--- src/hdl/mbmd_pkg.sv ---
package mbmd_pkg;

    // Code register geometry
    localparam int MAX_CODE_LEN = 6;
    localparam int CODE_LEN_W   = $clog2(MAX_CODE_LEN + 1);

    // Button bit positions in the report byte
    localparam int BTN_LEFT_BIT   = 0;
    localparam int BTN_RIGHT_BIT  = 1;
    localparam int BTN_MIDDLE_BIT = 2;
    localparam int BTN_THUMB2_BIT = 3;
    localparam int BTN_THUMB1_BIT = 4;

    // Output queue depth (most results one item can cause)
    localparam int QUEUE_DEPTH = 2;
    localparam int QCOUNT_W    = $clog2(QUEUE_DEPTH + 1);

    localparam logic [6:0] ASCII_SPACE = 7'h20;

    // One result item
    typedef struct packed {
        logic [6:0] char_code;
        logic       char_valid;
        logic       message_end;
        logic       last;
    } t_result;

    // Decoder to queue: results of the item in the input register
    typedef struct packed {
        logic [QCOUNT_W-1:0] need;
        t_result             res0;
        t_result             res1;
    } t_dec_out;

    // Morse lookup: first symbol is the MSB of the len low bits, dash = 1.
    // Returns 0 for codes not in the table. Table codes are at most six
    // symbols long, so the key keeps three length bits and six code bits.
    function automatic logic [6:0] mbmd_lookup(input logic [CODE_LEN_W-1:0] len,
                                               input logic [MAX_CODE_LEN-1:0] bits);
        logic [6:0] ch;
        ch = 7'd0;
        case ({3'(len), 6'(bits)})
            // letters
            {3'd2, 6'd1}:  ch = 7'("A");
            {3'd4, 6'd8}:  ch = 7'("B");
            {3'd4, 6'd10}: ch = 7'("C");
            {3'd3, 6'd4}:  ch = 7'("D");
            {3'd1, 6'd0}:  ch = 7'("E");
            {3'd4, 6'd2}:  ch = 7'("F");
            {3'd3, 6'd6}:  ch = 7'("G");
            {3'd4, 6'd0}:  ch = 7'("H");
            {3'd2, 6'd0}:  ch = 7'("I");
            {3'd4, 6'd7}:  ch = 7'("J");
            {3'd3, 6'd5}:  ch = 7'("K");
            {3'd4, 6'd4}:  ch = 7'("L");
            {3'd2, 6'd3}:  ch = 7'("M");
            {3'd2, 6'd2}:  ch = 7'("N");
            {3'd3, 6'd7}:  ch = 7'("O");
            {3'd4, 6'd6}:  ch = 7'("P");
            {3'd4, 6'd13}: ch = 7'("Q");
            {3'd3, 6'd2}:  ch = 7'("R");
            {3'd3, 6'd0}:  ch = 7'("S");
            {3'd1, 6'd1}:  ch = 7'("T");
            {3'd3, 6'd1}:  ch = 7'("U");
            {3'd4, 6'd1}:  ch = 7'("V");
            {3'd3, 6'd3}:  ch = 7'("W");
            {3'd4, 6'd9}:  ch = 7'("X");
            {3'd4, 6'd11}: ch = 7'("Y");
            {3'd4, 6'd12}: ch = 7'("Z");
            // digits
            {3'd5, 6'd31}: ch = 7'("0");
            {3'd5, 6'd15}: ch = 7'("1");
            {3'd5, 6'd7}:  ch = 7'("2");
            {3'd5, 6'd3}:  ch = 7'("3");
            {3'd5, 6'd1}:  ch = 7'("4");
            {3'd5, 6'd0}:  ch = 7'("5");
            {3'd5, 6'd16}: ch = 7'("6");
            {3'd5, 6'd24}: ch = 7'("7");
            {3'd5, 6'd28}: ch = 7'("8");
            {3'd5, 6'd30}: ch = 7'("9");
            // punctuation
            {3'd6, 6'd43}: ch = 7'("!");
            {3'd5, 6'd10}: ch = 7'("+");
            {3'd6, 6'd51}: ch = 7'(",");
            {3'd6, 6'd33}: ch = 7'("-");
            {3'd6, 6'd21}: ch = 7'(".");
            {3'd5, 6'd18}: ch = 7'("/");
            {3'd6, 6'd56}: ch = 7'(":");
            {3'd6, 6'd42}: ch = 7'(";");
            {3'd5, 6'd17}: ch = 7'("=");
            {3'd6, 6'd12}: ch = 7'("?");
            default:       ch = 7'd0;
        endcase
        return ch;
    endfunction

endpackage

--- src/hdl/mbmd_decode.sv ---
module mbmd_decode
    import mbmd_pkg::*;
(
    input  logic       i_clk,
    input  logic       i_rst_n,
    input  logic [7:0] i_buttons,   // report byte held in the input register
    input  logic       i_fire,      // item is consumed this cycle
    output t_dec_out   o_dec
);

    logic [MAX_CODE_LEN-1:0] r_code_bits, n_code_bits;
    logic [CODE_LEN_W-1:0]   r_code_len,  n_code_len;
    logic                    r_code_ovf,  n_code_ovf;

    logic       w_left, w_right, w_gap, w_word, w_end, w_sym, w_full, w_hit;
    logic [6:0] w_ch;

    // Symbol priority: left, right, thumb1/thumb2, middle
    assign w_left  = i_buttons[BTN_LEFT_BIT];
    assign w_right = !w_left && i_buttons[BTN_RIGHT_BIT];
    assign w_gap   = !w_left && !i_buttons[BTN_RIGHT_BIT]
                  && (i_buttons[BTN_THUMB1_BIT] || i_buttons[BTN_THUMB2_BIT]);
    assign w_word  = w_gap && !i_buttons[BTN_THUMB1_BIT];
    assign w_end   = !w_left && !i_buttons[BTN_RIGHT_BIT]
                  && !i_buttons[BTN_THUMB1_BIT] && !i_buttons[BTN_THUMB2_BIT]
                  && i_buttons[BTN_MIDDLE_BIT];
    assign w_sym   = w_left || w_right;
    assign w_full  = (r_code_len >= CODE_LEN_W'(MAX_CODE_LEN));

    // Table lookup of the gathered code; overflow gives no character
    assign w_ch  = r_code_ovf ? 7'd0 : mbmd_lookup(r_code_len, r_code_bits);
    assign w_hit = (w_ch != 7'd0);

    // Results of this item
    always_comb begin
        o_dec      = '0;
        if (w_gap) begin
            if (w_hit) begin
                o_dec.res0 = '{char_code: w_ch, char_valid: 1'b1,
                               message_end: 1'b0, last: !w_word};
                if (w_word) begin
                    o_dec.res1 = '{char_code: ASCII_SPACE, char_valid: 1'b1,
                                   message_end: 1'b0, last: 1'b1};
                end
            end else if (w_word) begin
                o_dec.res0 = '{char_code: ASCII_SPACE, char_valid: 1'b1,
                               message_end: 1'b0, last: 1'b1};
            end
            o_dec.need = QCOUNT_W'(w_hit) + QCOUNT_W'(w_word);
        end else if (w_end) begin
            o_dec.res0 = '{char_code: w_ch, char_valid: w_hit,
                           message_end: 1'b1, last: 1'b1};
            o_dec.need = QCOUNT_W'(1);
        end
    end

    // Code register update
    always_comb begin
        n_code_bits = r_code_bits;
        n_code_len  = r_code_len;
        n_code_ovf  = r_code_ovf;
        if (w_sym) begin
            if (w_full) begin
                n_code_ovf = 1'b1;
            end else begin
                n_code_bits = {r_code_bits[MAX_CODE_LEN-2:0], w_right};
                n_code_len  = r_code_len + CODE_LEN_W'(1);
            end
        end else if (w_gap || w_end) begin
            n_code_bits = '0;
            n_code_len  = '0;
            n_code_ovf  = 1'b0;
        end
    end

    always_ff @(posedge i_clk) begin
        if (!i_rst_n) begin
            r_code_bits <= '0;
            r_code_len  <= '0;
            r_code_ovf  <= 1'b0;
        end else if (i_fire) begin
            r_code_bits <= n_code_bits;
            r_code_len  <= n_code_len;
            r_code_ovf  <= n_code_ovf;
        end
    end

endmodule

--- src/hdl/mbmd_out_queue.sv ---
module mbmd_out_queue
    import mbmd_pkg::*;
(
    input  logic                i_clk,
    input  logic                i_rst_n,
    input  logic [QCOUNT_W-1:0] i_push,    // number of results written this cycle
    input  t_result             i_res0,
    input  t_result             i_res1,
    input  logic                i_pop,     // head taken by the receiver
    output logic [QCOUNT_W-1:0] o_count,
    output t_result             o_head
);

    t_result             r_slot [QUEUE_DEPTH];
    t_result             n_slot [QUEUE_DEPTH];
    logic [QCOUNT_W-1:0] r_count, n_count;
    logic [QCOUNT_W-1:0] w_cnt_a;
    logic                w_pop;

    assign w_pop = i_pop && (r_count != '0);

    // Pop shifts the head out, then new results append behind what is left
    always_comb begin
        n_slot  = r_slot;
        w_cnt_a = r_count;
        if (w_pop) begin
            n_slot[0] = r_slot[1];
            w_cnt_a   = r_count - QCOUNT_W'(1);
        end
        if (i_push != '0) begin
            n_slot[w_cnt_a[0]] = i_res0;
        end
        if (i_push == QCOUNT_W'(2)) begin
            n_slot[1] = i_res1;
        end
        n_count = w_cnt_a + i_push;
    end

    always_ff @(posedge i_clk) begin
        if (!i_rst_n) begin
            r_count <= '0;
        end else begin
            r_count <= n_count;
        end
        r_slot <= n_slot;
    end

    assign o_count = r_count;
    assign o_head  = r_slot[0];

endmodule

--- src/hdl/mouse_button_morse_decoder_top.sv ---
// Mouse-button Morse decoder.
// Input stream: one mouse report button byte per item on s_axis_tdata
// (left = dot, right = dash, thumb1 = letter gap, thumb2 = word gap,
// middle = end of message; reports with none of these are dropped).
// Output stream: decoded ASCII characters on m_axis_tdata, with char_valid
// and message_end on m_axis_tuser and tlast on the final result of an item.
// An item causes zero, one or two results.
// A result goes from its item through the input register, then the output
// queue register, before it is presented on m_axis.
// Throughput: one item per cycle while its results fit in the queue. The
// two-entry output queue takes an item only when all of its results fit
// beside those already queued; a pop in the same cycle is not counted, so
// an item can wait even with the receiver always ready.
// Reset (i_rst_n low, synchronous) clears the code register and empties the
// input register and the output queue.
// When the receiver stalls, the queue fills and s_axis_tready drops; no
// result is lost or repeated. s_axis_tready does not depend on m_axis_tready.
module mouse_button_morse_decoder_top
    import mbmd_pkg::*;
(
    input  logic       i_clk,
    input  logic       i_rst_n,
    input  logic       s_axis_tvalid,
    output logic       s_axis_tready,
    input  logic [7:0] s_axis_tdata,   // [7:0] buttons
    output logic       m_axis_tvalid,
    input  logic       m_axis_tready,
    output logic [7:0] m_axis_tdata,   // [6:0] char_code, [7] zero
    output logic [1:0] m_axis_tuser,   // [0] char_valid, [1] message_end
    output logic       m_axis_tlast
);

    logic                r_in_valid;
    logic [7:0]          r_in_buttons;
    logic                w_fire, w_in_acc;
    t_dec_out            w_dec;
    logic [QCOUNT_W-1:0] w_count;
    logic [QCOUNT_W:0]   w_fill;
    t_result             w_head;

    // Fire when every result of the held item fits in the queue
    assign w_fill        = {1'b0, w_count} + {1'b0, w_dec.need};
    assign w_fire        = r_in_valid && (w_fill <= (QCOUNT_W + 1)'(QUEUE_DEPTH));
    assign s_axis_tready = !r_in_valid || w_fire;
    assign w_in_acc      = s_axis_tvalid && s_axis_tready;

    // Input register
    always_ff @(posedge i_clk) begin
        if (!i_rst_n) begin
            r_in_valid <= 1'b0;
        end else if (w_in_acc) begin
            r_in_valid <= 1'b1;
        end else if (w_fire) begin
            r_in_valid <= 1'b0;
        end
        if (w_in_acc) begin
            r_in_buttons <= s_axis_tdata;
        end
    end

    mbmd_decode u_decode (
        .i_clk     (i_clk),
        .i_rst_n   (i_rst_n),
        .i_buttons (r_in_buttons),
        .i_fire    (w_fire),
        .o_dec     (w_dec)
    );

    mbmd_out_queue u_queue (
        .i_clk   (i_clk),
        .i_rst_n (i_rst_n),
        .i_push  (w_fire ? w_dec.need : '0),
        .i_res0  (w_dec.res0),
        .i_res1  (w_dec.res1),
        .i_pop   (m_axis_tready),
        .o_count (w_count),
        .o_head  (w_head)
    );

    assign m_axis_tvalid = (w_count != '0);
    assign m_axis_tdata  = {1'b0, w_head.char_code};
    assign m_axis_tuser  = {w_head.message_end, w_head.char_valid};
    assign m_axis_tlast  = w_head.last;

    // Queue never holds more than its depth
    a_queue_bound: assert property (@(posedge i_clk) disable iff (!i_rst_n)
        w_count <= QCOUNT_W'(QUEUE_DEPTH))
        else $error("output queue over depth");

    // Two results from one item: only the second carries tlast
    a_pair_last: assert property (@(posedge i_clk) disable iff (!i_rst_n)
        (w_fire && w_dec.need == QCOUNT_W'(2)) |-> (!w_dec.res0.last && w_dec.res1.last))
        else $error("bad tlast on result pair");

    // An end-of-message result is always the final one of its item
    a_end_last: assert property (@(posedge i_clk) disable iff (!i_rst_n)
        (m_axis_tvalid && m_axis_tuser[1]) |-> m_axis_tlast)
        else $error("message end without tlast");

    // With no push, either no item fired or the fired item had no results, the queue count cannot grow
    a_no_push_no_grow: assert property (@(posedge i_clk) disable iff (!i_rst_n)
        (!w_fire || w_dec.need == '0) |=> (w_count <= $past(w_count)))
        else $error("queue grew without a push");

endmodule
--- config.mk ---
export PLATFORM = sky130hd
export DESIGN_NAME = mouse_button_morse_decoder_top
export DESIGN_NICKNAME = d
export VERILOG_FILES = /design/src/hdl/mbmd_pkg.sv /design/src/hdl/mbmd_decode.sv /design/src/hdl/mbmd_out_queue.sv /design/src/hdl/mouse_button_morse_decoder_top.sv
export SDC_FILE = /design/constraint.sdc
export NUM_CORES = 1
export LEC_CHECK = 0
export BUFFER_PORTS_ARGS = -buffer_cell sky130_fd_sc_hd__clkbuf_2
export CORE_MARGIN = 5
export CORE_UTILIZATION = 55
export CTS_CLUSTER_SIZE = 30
export DETAILED_ROUTE_END_ITERATION = 10
export PLACE_DENSITY = 0.8
export RECOVER_POWER = 50
export SYNTH_ARGS = -nofsm -noshare
export SYNTH_HDL_FRONTEND = slang
export SYNTH_HIERARCHICAL = 1
export SYNTH_SLANG_ARGS = --single-unit
--- constraint.sdc ---
create_clock -name i_clk -period 4.4 [get_ports i_clk]
set_clock_uncertainty 0.15 [all_clocks]
set_input_delay 1.1 -clock i_clk [delete_from_list [all_inputs] [get_ports i_clk]]
set_output_delay 1.1 -clock i_clk [all_outputs]
set_load 0.03 [all_outputs]
# [Yosys cells after proc, flatten, opt, wreduce, memory -nomap -nowiden]
# Index checks and enable logic that the tools add are counted.
[word_totals] regBits=38 input_bits=12 output_inout_bits=13 wordCells=129
[op_classes] n_addsub=5 magnitude_cmp=4 eq_ne=49 n_mux=27 n_bitwise=1 n_reduce_logical=29
[op_table] op="$pmux W7 S46" count=1
[op_table] op="$eq A9 B9 Y1 const B" count=32
[op_table] op="$eq A9 B8 Y1 const B" count=12
[op_table] op="$mux W10" count=4
[op_table] op="$mux W9" count=3
[op_table] op="$bwmux W20" count=1
[op_table] op="$mux W20" count=1
[op_table] op="$eq A9 B7 Y1 const B" count=2
[op_table] op="$mux W6" count=3
[op_table] op="$mux W12" count=1
[op_table] op="$logic_and A1 B1 Y1" count=11
[op_table] op="$mux W11" count=1
[op_table] op="$demux W10 S1" count=1
[op_table] op="$reduce_bool A2 Y1" count=5
[op_table] op="$mux W3" count=3
[op_table] op="$mux W7" count=1
[op_table] op="$reduce_bool A7 Y1" count=1
[op_table] op="$logic_not A1 Y1" count=6
[op_table] op="$reduce_and A3 Y1" count=2
[op_table] op="$mux W1" count=5
[op_table] op="$logic_or A1 B1 Y1" count=4
[op_table] op="$mux W2" count=2
[op_table] op="$ne A2 B2 Y1 const B" count=2
[op_table] op="$add A2 B2 Y3" count=1
[op_table] op="other kinds (10)" count=10

# [Longest topological paths before layout]
[depth] word_depth=14 ltp_mapped=19 mapped_depth_nobuf=17

# [By module]
# Netlist, hierarchy kept.
[modules_own_cells] module="mbmd_decode" n_inst=1 cells_per_inst=233 area_each_um2=1617.8 seq_area_each_um2=200.2
[modules_own_cells] module="mbmd_out_queue" n_inst=1 cells_per_inst=81 area_each_um2=1106.1 seq_area_each_um2=540.5
[modules_own_cells] module="mouse_button_morse_decoder_top" n_inst=1 cells_per_inst=24 area_each_um2=380.4 seq_area_each_um2=260.2

# [Worst setup path before layout]
# OpenSTA, ideal clock, no wires.
[synth_path] path_type="reg-to-output" start="reg u_decode.r_code_len[0]" end="out s_axis_tready" arrival_ps=3304 required_ps=3150 setup_slack_ps=-154 stages_incl_launch_ff=16 n_path_buf=2 cell_sequence="dfxtp_1 > inv_1 > ha_1 > and2_1 > buf_2 > nand4_1 > a211oi_1 > nor4_4 > a21oi_4 > ha_1 > o21a_1 > buf_4 > ha_1 > fa_1 > a21o_1 > nand2_1"
[synth_lines] element="from (decl)" line_no="mbmd_decode.sv:12" source="logic [CODE_LEN_W-1:0] r_code_len, n_code_len;"
[synth_lines] element="from (signal assigned)" line_no="mbmd_decode.sv:83" source="r_code_len <= n_code_len;"
[synth_lines] element="to (decl)" line_no="mouse_button_morse_decoder_top.sv:24" source="output logic s_axis_tready,"

# [Worst setup path after layout]
[layout_path] start="reg u_decode.r_code_bits[3]" end="out s_axis_tready"
[layout_via] elab_chain_cells=10 elab_cells_between_ends=55 classes_between="add/sub (2); order compare (1); eq/ne (46); mux (3); reduce/logical (3)"
[layout_rtl] element="from (decl)" line_no="mbmd_decode.sv:11" source="logic [MAX_CODE_LEN-1:0] r_code_bits, n_code_bits;"
[layout_rtl] element="from (signal assigned)" line_no="mbmd_decode.sv:82" source="r_code_bits <= n_code_bits;"
[layout_rtl] element="$eq A9 B9 Y1, or another cell as far along" line_no="mbmd_pkg.sv:42" source="case ({3'(len), 6'(bits)})"
[layout_rtl] element="$pmux W7 S46 *" line_no="mbmd_pkg.sv:42"
[layout_rtl] element="$mux W7 *" line_no="mbmd_decode.sv:31" source="assign w_ch = r_code_ovf ? 7'd0 : mbmd_lookup(r_code_len, r_code_bits);"
[layout_rtl] element="$reduce_bool A7 Y1 *" line_no="mbmd_decode.sv:32" source="assign w_hit = (w_ch != 7'd0);"
[layout_rtl] element="$add A1 B1 Y2 *" line_no="mbmd_decode.sv:49" source="o_dec.need = QCOUNT_W'(w_hit) + QCOUNT_W'(w_word);"
[layout_rtl] element="$mux W12 *" line_no="mbmd_decode.sv:37" source="if (w_gap) begin"
[layout_rtl] element="$add A2 B2 Y3 *" line_no="mouse_button_morse_decoder_top.sv:42" source="assign w_fill = {1'b0, w_count} + {1'b0, w_dec.need};"
[layout_rtl] element="$le A3 B2 Y1 *" line_no="mouse_button_morse_decoder_top.sv:43" source="assign w_fire = r_in_valid && (w_fill <= (QCOUNT_W + 1)'(QUEUE_DEPTH));"
[layout_rtl] element="$logic_and A1 B1 Y1 *" line_no="mouse_button_morse_decoder_top.sv:43"
[layout_rtl] element="$logic_or A1 B1 Y1 *" line_no="mouse_button_morse_decoder_top.sv:44" source="assign s_axis_tready = !r_in_valid || w_fire;"
# Every way passes the cells marked *; elsewhere a longest branch is shown, timed or not.

==> impl_results.md <==
- WS Path Type: register to output pin
- RSZ-0062 raised after global routing: yes
- Cts hold-fix bufs: 0
- Hpwl dp: roughly 5700 um
- Worst Hold Class: register to register
- Fill count: approximately 360
- Worst Path Arrival: ~3.4 ns
- Leakage: between 1.5 and 2 nW
- Clock Sinks: 38
- Final nets: about 440
- Die Y: approximately 84 um
- Fin util: 0.742
- Area Growth Syn to Fin: 33.0%
- Layout cells sized above 1: 0.450
- Vias: about 2900
- Wire length of the first global-routing pass: between 10000 and 15000 um
- CTS tree: built
- CP Capture Type: output pin
- Post-Synthesis Mean Instance Area: approximately 9 um2
- Row count: 27
- Root Buffer: clkbuf_8
- Tmin final: between 4 and 5 ns
- Largest net degree at the start of global routing: 14
- Drt pass-1 iters: 5
- DRC: 0
- Post-route ant nets: 0
- Bufs and invs on worst path: 3
- Crit-path max cell delay: a little over 0.5 ns
- Final WL: around 8500 um
- Gr ovfl total: 0
- Via-to-Cell Ratio: 5.99
- Setup violators final: 1
- Drt wl/cell: between 15 and 20 um
- Outcome: complete, but fails checks
- H-tree depth: 2
- Most Crowded Layer GR: met2
- Final period util: 1.06
- Crit path max-delay family: adder cells
- MaxCap Viol Count: 0
- GRT Resource Usage Total: 0.227
- N_diodes: 0
- IR Drop Worst-Case VDD: between 0.3 and 0.4 mV
- Clock-pin slew on the worst setup and hold paths: roughly 0.070 ns
- Area of the mapped netlist: 3010 um2
- Die Area: roughly 7100 um2
- Core area: between 5000 and 6000 um2
- Boundary pin count: 25
- Slowest cell on the critical path: fa_1
- Req. time, crit path: roughly 3.2 ns
- Final hold vios: 0
- GRT met2 Usage: 0.402
- Failing checks: setup timing
- Port Buffer Count: 20
- Pwr Density: 294 nW/um2
- Fmax: 0.215 GHz
- Cells after Synth: approximately 340
- Most frequent cells in the layout: buf_4 (89), nor2_1 (23), mux2_2 (20)
- Final Wtd Congestion: about 0.94
- Vias in the first global route: approximately 2800
- CP Max Fanout: 9
- Initial antenna violation count: 0
- Setup TNS: -0.261 ns
- Met1 Resource Use GR: 0.281
- Pins Over Slew Limit: 0
- Initial Util: 0.558
- Critical path cell sequence: buf_4 -> buf_12 -> and3b_1 -> o21ai_1 -> o21ai_4 -> nor4_4 -> a21oi_4 -> ha_4 -> o21a_1 -> ha_2 -> fa_1 -> a21o_1 -> nand2_4 -> buf_8
- Bufs on Longest Clock Path: 2
- Syn. warnings: 6
- Met3 Track Usage GR: 0.0375
- Commonest non-fill, non-tap cell in the layout: buf_4
- Clk_lat worst skew: 0.29 ns
- Die W: roughly 84 um
- Final setup margin: -0.261 ns
- Worst setup SP type: register
- 1st-iter DRT viols: between 200 and 250
- Total CTS buffers: 5
==> flip-flops by register name, indices dropped and copies added, names as in the netlist <==
name                  cells
r_in_valid                1
u_decode/r_code_len       3
u_queue/o_count           2
u_queue/o_head           10
r_in_buttons              5
u_queue/r_slot           10
u_decode/r_code_bits      6
u_decode/r_code_ovf       1
==> cell type report <==
cell class,instances,area [um2],area share
well taps,72,90.1,0.0225
clock buffers,5,68.8,0.0172
multi-input cells,246,1960,0.488
clock inverters,3,68.8,0.0172
flip-flops and latches,38,922,0.230
repair buffers,114,856,0.213
inverters,12,47.5,0.0119
==> worst register-to-register path: cells and delay by family (launching register included) <==
kind	cells	cell delay, ns
and+or+nand+nor	6	1.22
adders and majority gates	3	0.86
AOI/OAI and AO/OA	4	0.68
buffers and inverters	4	0.59
DFF	1	0.34
muxes	1	0.34
==> power breakdown <==
part           total (mW)  switching [mW]  internal, mW
logic               0.377           0.217         0.160
clock network       0.351           0.124         0.227
registers           0.452          0.0320         0.420
total                1.18           0.373         0.807
==> path summary, 6_finish.rpt <==
check,start,slack (ns),endpoint,cells past startpoint
setup / recovery,u_decode/r_code_bits[3],-0.26,s_axis_tready,14
hold / removal,u_decode/r_code_len[0],0.41,u_decode/r_code_len[0],2
setup reg to reg,u_decode/r_code_bits[3],0.11,u_queue/o_head[6],18
hold reg to reg,u_decode/r_code_len[0],0.41,u_decode/r_code_len[0],2
==> layer usage <==
layer | vias up | routed length [um]
li1 | 1377 | -
met4 | 0 | 286
met5 | - | 0
met3 | 37 | 513
met1 | 1380 | 3470
met2 | 140 | 4240
==> stage by stage <==
stage	cells	instance area, um2	total power [mW]	setup slack [ns]	hold WS, ns
4_1_cts	486	3900	1.19	-0.331	0.412
5_1_grt	490	4010	1.24	-0.415	0.433
6_report	490	4010	1.18	-0.261	0.410
3_5_place_dp	463	3560	0.823	-0.340	0.363
3_3_place_gp	463	3560	0.804	-0.248	0.358
2_1_floorplan	341	3060	0.795	0.0141	0.344
==> repair_timing <==
item,in CTS,in global routing
setup buffers,16,4
pin swaps,13,9
setup endpoints to repair,21,13
gates cloned,0,0
resized for setup,25,16
(Power assumes the default switching activity.)
